[config.mk]
export PLATFORM = sky130hd
export DESIGN_NAME = gbnms_cell
export DESIGN_NICKNAME = d
export VERILOG_FILES = /design/src/gbnms_pkg.sv /design/src/gbnms_cell.sv
export SDC_FILE = /design/constraint.sdc
export NUM_CORES = 2
export LEC_CHECK = 0
export ABC_AREA = 1
export BUFFER_PORTS_ARGS = -buffer_cell sky130_fd_sc_hd__buf_2
export CAP_MARGIN = 20
export CORE_ASPECT_RATIO = 1.25
export CORE_UTILIZATION = 55
export CTS_BUF_LIST = sky130_fd_sc_hd__clkbuf_16
export DETAILED_ROUTE_END_ITERATION = 12
export PLACE_DENSITY_LB_ADDON = 0.15
export REMOVE_ABC_BUFFERS = 1
export SYNTH_ARGS = -nofsm -noshare
export SYNTH_HDL_FRONTEND = slang
export SYNTH_SLANG_ARGS = --single-unit
[constraint.sdc]
create_clock -name clk -period 10.7 [get_ports clk]
set_input_delay 2.14 -clock clk [delete_from_list [all_inputs] [get_ports clk]]
set_output_delay 2.14 -clock clk [all_outputs]
set_load 0.01 [all_outputs]
[src/gbnms_pkg.sv]
package gbnms_pkg;

  // default sizes
  localparam int MAX_KEPT_DEF  = 64;
  localparam int MAX_ITEMS_DEF = 4096;

  // field widths
  localparam int COORD_W    = 15;
  localparam int LEN_W      = 14;
  localparam int AREA_W     = 28;
  localparam int SUM_W      = 29;
  localparam int THR_W      = 16;
  localparam int PROD_W     = 45;
  localparam int ITEM_IDX_W = 12;
  localparam int CNT_MAX_W  = 16;

  // one in Q0.16 plus headroom for the threshold add
  localparam logic [THR_W:0] THR_ONE = 17'h10000;
  localparam logic [THR_W-1:0] IOU_THR_RESET = 16'd29491;

  // configuration port
  localparam int CFG_AW = 3;
  localparam int CFG_DW = 32;
  localparam logic REG_IOU_THR = 1'b0;

  // transaction as it moves down the cell row
  typedef struct packed {
    logic                       vld;
    logic                       first;
    logic signed [COORD_W-1:0]  x;
    logic signed [COORD_W-1:0]  y;
    logic [LEN_W-1:0]           w;
    logic [LEN_W-1:0]           h;
    logic [AREA_W-1:0]          area;
    logic [ITEM_IDX_W-1:0]      idx;
    logic                       sup;
    logic                       stored;
  } box_pkt_t;

endpackage

[src/gbnms_cell.sv]
module gbnms_cell (
  input  logic                               clk,
  input  logic                               rst_n,
  input  logic                               adv,
  input  logic [gbnms_pkg::THR_W-1:0]        thr,
  input  gbnms_pkg::box_pkt_t                pkt_i,
  output gbnms_pkg::box_pkt_t                pkt_o
);

  // kept box held by this cell
  logic                                       occ_r;
  logic                                       occ_nxt;
  logic signed [gbnms_pkg::COORD_W-1:0]       kx_r;
  logic signed [gbnms_pkg::COORD_W-1:0]       ky_r;
  logic [gbnms_pkg::LEN_W-1:0]                kw_r;
  logic [gbnms_pkg::LEN_W-1:0]                kh_r;
  logic [gbnms_pkg::AREA_W-1:0]               karea_r;

  // stage 0: edges
  gbnms_pkg::box_pkt_t                        p0_r;
  gbnms_pkg::box_pkt_t                        p0_nxt;
  logic                                       cmp0_r;
  logic                                       cmp0_nxt;
  logic signed [gbnms_pkg::COORD_W:0]         lox0_r, hix0_r, loy0_r, hiy0_r;
  logic signed [gbnms_pkg::COORD_W:0]         lox0_nxt, hix0_nxt, loy0_nxt, hiy0_nxt;
  logic signed [gbnms_pkg::COORD_W:0]         ax_end, bx_end, ay_end, by_end;
  logic [gbnms_pkg::AREA_W-1:0]               karea0_r;

  // stage 1: overlap lengths and area sum
  gbnms_pkg::box_pkt_t                        p1_r;
  logic                                       cmp1_r;
  logic [gbnms_pkg::LEN_W-1:0]                ovx1_r, ovy1_r;
  logic [gbnms_pkg::LEN_W-1:0]                ovx1_nxt, ovy1_nxt;
  logic [gbnms_pkg::SUM_W-1:0]                sum1_r;
  logic [gbnms_pkg::SUM_W-1:0]                sum1_nxt;

  // stage 2: intersection and threshold times sum
  gbnms_pkg::box_pkt_t                        p2_r;
  logic                                       cmp2_r;
  logic [gbnms_pkg::AREA_W-1:0]               inter2_r;
  logic [gbnms_pkg::PROD_W-1:0]               ts2_r;

  // stage 3: intersection times (one plus threshold)
  gbnms_pkg::box_pkt_t                        p3_r;
  logic                                       cmp3_r;
  logic [gbnms_pkg::PROD_W-1:0]               li3_r;
  logic [gbnms_pkg::PROD_W-1:0]               ts3_r;

  // stage 4: compare
  gbnms_pkg::box_pkt_t                        p4_r;
  gbnms_pkg::box_pkt_t                        p4_nxt;

  logic occ_eff;
  logic live;
  logic store;

  always_comb begin
    occ_eff  = occ_r & ~pkt_i.first;
    live     = pkt_i.vld & ~pkt_i.sup & ~pkt_i.stored;
    store    = live & ~occ_eff;
    cmp0_nxt = live & occ_eff;
    occ_nxt  = pkt_i.vld ? (occ_eff | store) : occ_r;

    p0_nxt        = pkt_i;
    p0_nxt.stored = pkt_i.stored | store;

    ax_end   = (gbnms_pkg::COORD_W+1)'(pkt_i.x) + $signed({2'b00, pkt_i.w});
    bx_end   = (gbnms_pkg::COORD_W+1)'(kx_r) + $signed({2'b00, kw_r});
    ay_end   = (gbnms_pkg::COORD_W+1)'(pkt_i.y) + $signed({2'b00, pkt_i.h});
    by_end   = (gbnms_pkg::COORD_W+1)'(ky_r) + $signed({2'b00, kh_r});
    lox0_nxt = (pkt_i.x > kx_r) ? (gbnms_pkg::COORD_W+1)'(pkt_i.x)
                                : (gbnms_pkg::COORD_W+1)'(kx_r);
    loy0_nxt = (pkt_i.y > ky_r) ? (gbnms_pkg::COORD_W+1)'(pkt_i.y)
                                : (gbnms_pkg::COORD_W+1)'(ky_r);
    hix0_nxt = (ax_end < bx_end) ? ax_end : bx_end;
    hiy0_nxt = (ay_end < by_end) ? ay_end : by_end;

    // overlap never exceeds the shorter side, so it fits the length width
    ovx1_nxt = (hix0_r > lox0_r) ? gbnms_pkg::LEN_W'(hix0_r - lox0_r) : '0;
    ovy1_nxt = (hiy0_r > loy0_r) ? gbnms_pkg::LEN_W'(hiy0_r - loy0_r) : '0;
    sum1_nxt = gbnms_pkg::SUM_W'(p0_r.area) + gbnms_pkg::SUM_W'(karea0_r);

    // inter*65536 > thr*(sum-inter)  <=>  inter*(65536+thr) > thr*sum
    p4_nxt     = p3_r;
    p4_nxt.sup = p3_r.sup | (cmp3_r & (li3_r > ts3_r));
  end

  always_ff @(posedge clk) begin
    if (!rst_n) begin
      occ_r  <= 1'b0;
      p0_r   <= '0;
      p1_r   <= '0;
      p2_r   <= '0;
      p3_r   <= '0;
      p4_r   <= '0;
      cmp0_r <= 1'b0;
      cmp1_r <= 1'b0;
      cmp2_r <= 1'b0;
      cmp3_r <= 1'b0;
    end else if (adv) begin
      occ_r  <= occ_nxt;
      p0_r   <= p0_nxt;
      p1_r   <= p0_r;
      p2_r   <= p1_r;
      p3_r   <= p2_r;
      p4_r   <= p4_nxt;
      cmp0_r <= cmp0_nxt;
      cmp1_r <= cmp0_r;
      cmp2_r <= cmp1_r;
      cmp3_r <= cmp2_r;
    end
  end

  always_ff @(posedge clk) begin
    if (adv) begin
      if (store) begin
        kx_r    <= pkt_i.x;
        ky_r    <= pkt_i.y;
        kw_r    <= pkt_i.w;
        kh_r    <= pkt_i.h;
        karea_r <= pkt_i.area;
      end
      lox0_r   <= lox0_nxt;
      hix0_r   <= hix0_nxt;
      loy0_r   <= loy0_nxt;
      hiy0_r   <= hiy0_nxt;
      karea0_r <= karea_r;
      ovx1_r   <= ovx1_nxt;
      ovy1_r   <= ovy1_nxt;
      sum1_r   <= sum1_nxt;
      inter2_r <= gbnms_pkg::AREA_W'(ovx1_r) * gbnms_pkg::AREA_W'(ovy1_r);
      ts2_r    <= gbnms_pkg::PROD_W'(thr) * gbnms_pkg::PROD_W'(sum1_r);
      li3_r    <= gbnms_pkg::PROD_W'(inter2_r) *
                  gbnms_pkg::PROD_W'(gbnms_pkg::THR_ONE + (gbnms_pkg::THR_W+1)'(thr));
      ts3_r    <= ts2_r;
    end
  end

  assign pkt_o = p4_r;

`ifndef SYNTHESIS
  a_occ_only_by_store: assert property (@(posedge clk) disable iff (!rst_n)
    $rose(occ_r) |-> $past(adv && store))
    else $error("cell filled without a store");

  a_stored_not_sup: assert property (@(posedge clk) disable iff (!rst_n)
    (pkt_o.vld && pkt_o.stored) |-> !pkt_o.sup)
    else $error("stored box marked suppressed");

  a_store_fills: assert property (@(posedge clk) disable iff (!rst_n)
    (adv && store) |=> occ_r)
    else $error("store did not fill the cell");
`endif

endmodule

==> reports/results.txt <==
Entering global routing, the biggest net connects 208 pins. For the final database, setup skew stands at 42.1 ps. The number of filler cells placed in the layout was 13020. Averaged over all synthesized cells, the footprint is 8.04 sq um. Flip-flop and latch count after synthesis: 911.

Of all cell types, the one taking the most synthesized area is sky130_fd_sc_hd__fa_1. The routed design could run at a clock period as short as 7920 ps. In this run the tool buffered the top-level ports with 222 buffer cells. For the pin with the worst max-slew slack, the measured transition is 1210 ps. The critical path is of the input port to register type. Prior to clock tree synthesis, the placed netlist has a worst setup slack of 2060 ps. The largest incremental delay on the critical path is 860 ps, and the core outline area is 141000 sq um. Buffers inserted during clock tree synthesis total 94.

For the final HPWL from detailed placement, the log shows 170000 microns. CTS saw 911 sinks. The floorplan has 154 rows. The post-route netlist has 4.57% of its cells at a drive strength greater than 1. Startpoint kind of the worst setup timing path: an input port.

For the clock insertion delay at the later pin of the skew report, the log shows 750 ps. The worst register-to-register path has a depth of 20. The run finished with clean final reports. In this run the tightest slew margin relative to its limit is 19.5%.

In the post-route analysis, the smallest setup slack over all paths is 2780 ps. Data on the critical path arrives at its endpoint at 8390 ps. The detail route stage leaves a number of antenna-violating nets equal to 0. The path with the worst hold slack has its endpoint at ts3_r[1]$_DFFE_PP_. The number of buffers and inverters on the critical path is 5. In the layout the commonest cells are sky130_fd_sc_hd__nand2_1, sky130_fd_sc_hd__inv_1, sky130_fd_sc_hd__nor2_1. The worst hold path depth was 0.

The detail-routed net length per standard cell was 18.7 microns; the post-CTS setup buffer count was 0. The register-to-register path setup slack was 4180 ps; the layout overhead on the synthesized area was 6.95%. The via count came out at 61852. Global placement routability congestion: 0.953.

The portion of synthesized cell area occupied by the leading cell type was 23.4%; the number of antenna violations at the first check in global routing was 16. The tools report the die area as 143000 sq um. The die is 339 microns wide. The tools report the number of gates resized after CTS as 0. The signal on the critical path passes through buf_2 -> buf_4 -> nand2_1 -> fa_1 -> inv_1 -> fa_1 -> fa_1 -> fa_1 -> fa_1 -> inv_1 -> fa_1 -> inv_1 -> ha_1 -> nand2_1 -> nor2_1 -> nand2_1 -> o21bai_1 -> nand2_1 -> nand3_1 -> nand2_1. The run gives 55.4% as the effective utilization at floorplan. The start point of the worst hold path is ts2_r[1]$_DFFE_PP_.

The pre-antenna-repair detailed-routing pass consisted of 6 iterations. The number of endpoints with negative hold slack in the final report was 0. For this run, asynchronously set or reset flops after synthesis account for 0%. In this run the worst hold path is classified as register to register.

For this run, the total global-route usage over all layers was measured as 31.0%. The share of the yosys chip area belonging to registers is 28.4%. By area the synthesized netlist is led by sky130_fd_sc_hd__fa_1, sky130_fd_sc_hd__edfxtp_1, sky130_fd_sc_hd__dfxtp_1. The run gives 11428 as the number of placed cells counting well taps. Dominant cell type by count on the critical path: sky130_fd_sc_hd__fa_1. The clock passes through at most 3 buffers.

The most frequently used flop master after synthesis is sky130_fd_sc_hd__dfxtp_1. The worst setup path is captured at a register. The leftover overflow at the end of global routing is 0, and the distinct cell type count after synthesis is 46. The max-cap violation count was 0. Ratio of routed vias to standard cells: 5.33. CTS placed an instance of sky130_fd_sc_hd__clkbuf_16 at the clock tree root.

After the last flow step, the layout net total stands at 11256. The synthesized area is 78100 sq um. Yosys printed 0 warnings.

The final total negative setup slack was 0 ps. The peak fanout along the critical path came out at 31. The critical path data required time was 11170 ps; the global-route wire length before repair was 349000 microns. For this design, the CTS-stage hold fixing added 0 buffers.

Clock-pin slew was measured on the worst setup and hold paths at 70 ps. After detailed routing, the number of remaining DRC violations is 0. The count of cells in the finished layout, fillers not included, comes to 11612. TritonCTS built the clock tree. The number of ports placed on the die boundary came out at 223. In this run the critical register-to-register path is captured at li3_r[37]$_DFFE_PP_.

The run gives 126 MHz as the maximum clock rate. Setup repair after global routing left no endpoint under its margin. The final-report max-slew violation count is 0, and the y dimension of the die is 423 microns.

The tools report the startpoint of the lowest-slack register-to-register path as inter2_r[7]$_DFFE_PP_. Counting flops with a built-in enable in the synthesized netlist gives 396. After technology mapping, the gate count stands at 9705.

Most frequent standard cell in the layout excluding fill and tap cells: sky130_fd_sc_hd__nand2_1. CTS built an H-tree with a depth of 3. For this block, the routed nets add up to 218000 microns of wire.

The tools report the count of endpoints failing setup in the final report as 0. For the via count of the first global-routing pass, the log shows 65156. On the critical path the largest part of the delay comes from adder cells. For this block, the initial DRC count from the detailed router was 3757.

Cell with the largest stage delay on the worst path: sky130_fd_sc_hd__buf_2. The period utilization came out at 74.0%.
[how the worst max path moves through the flow]
stage                           endpoint  depth (start not counted)  slack (ps)    from
global placement     li3_r[37]$_DFFE_PP_                         20        2050  thr[3]
CTS                  li3_r[29]$_DFFE_PP_                         20        2840  thr[3]
finish               ts2_r[26]$_DFFE_PP_                         20        2780  thr[9]
floorplan           karea_r[0]$_DFFE_PP_                          5        1440     adv
global route         li3_r[29]$_DFFE_PP_                         20        2530  thr[3]
detailed placement   li3_r[29]$_DFFE_PP_                         18        2060  thr[3]
[cell usage after synthesis, types with 2 or more instances]
cell                          n
sky130_fd_sc_hd__xor2_1     114
sky130_fd_sc_hd__nor2_1    1346
sky130_fd_sc_hd__edfxtp_1   396
sky130_fd_sc_hd__ha_1       569
sky130_fd_sc_hd__nand4_1     59
sky130_fd_sc_hd__o21ai_0    657
sky130_fd_sc_hd__fa_1       914
sky130_fd_sc_hd__o21a_1      17
sky130_fd_sc_hd__nor4_1       5
sky130_fd_sc_hd__or2_2        8
sky130_fd_sc_hd__nor3b_1      2
sky130_fd_sc_hd__a211oi_1     3
sky130_fd_sc_hd__nand2_1   2066
sky130_fd_sc_hd__xnor2_1     24
sky130_fd_sc_hd__a21boi_0     4
sky130_fd_sc_hd__buf_1       12
sky130_fd_sc_hd__a21o_1      27
sky130_fd_sc_hd__nand3_1    276
sky130_fd_sc_hd__o211ai_1     8
sky130_fd_sc_hd__a21oi_1    303
sky130_fd_sc_hd__and2_1       6
sky130_fd_sc_hd__inv_1     1878
sky130_fd_sc_hd__nand3b_1     9
sky130_fd_sc_hd__nor3_1      29
sky130_fd_sc_hd__buf_2       56
sky130_fd_sc_hd__nand2_2      6
sky130_fd_sc_hd__clkbuf_1   353
sky130_fd_sc_hd__buf_4        3
sky130_fd_sc_hd__dfxtp_1    515
sky130_fd_sc_hd__o21bai_1    17
sky130_fd_sc_hd__a31oi_1      7
sky130_fd_sc_hd__nand3_2      2
[sequential cells by signal, indices dropped and copies added (netlist names), 16 cells and up]
register  flops
ts2_r        45
p3_r        102
p1_r        102
ts3_r        45
p0_r        102
hix0_r       16
pkt_o       102
inter2_r     28
sum1_r       29
li3_r        45
hiy0_r       16
karea_r      28
p2_r        102
karea0_r     28
[per-stage QoR]
| step | hold slack, ps | instance area [sq um] | util (%) |
|---|---|---|---|
| after CTS | 406 | 83500 | 59.3 |
| after global placement | 402 | 80300 | 57.0 |
| after floorplan | 400 | 76400 | - |
| after global routing | 414 | 83500 | 59.3 |
| after detailed placement | 405 | 80300 | 57.0 |
| final | 408 | 83500 | 59.3 |
[area by class of cell]
type / count / area, sq um / share of cell area [%]
clock buffer: 99 / 2480 / 2.97
inverter: 1879 / 7060 / 8.46
tap: 1872 / 2340 / 2.81
antenna: 6 / 15.0 / 0.0180
sequential: 911 / 22200 / 26.6
clock inverter: 79 / 697 / 0.835
timing repair buffer: 277 / 1580 / 1.90
multi-input combinational: 6489 / 47100 / 56.4
[per-layer routing]
layer / share of wire [%] / global-route usage [%]
met2: 52 / 57.2
met5: 0.038 / 0
met4: 6.0 / 16.6
met1: 37 / 34.3
met3: 4.8 / 3.99
[logic make-up after synthesis]
family,count (synthesis),synth area share [%]
adders and majority gates,1483,32.6
buffers and inverters,2305,11.2
and+or+nand+nor,3821,19.3
DFF,911,28.4
AOI/OAI and AO/OA,1047,6.98
xor gates and xnor gates,138,1.55
Power is not shown: default switching activity piles up to over one toggle a cycle in this logic, so the estimate is an artifact.
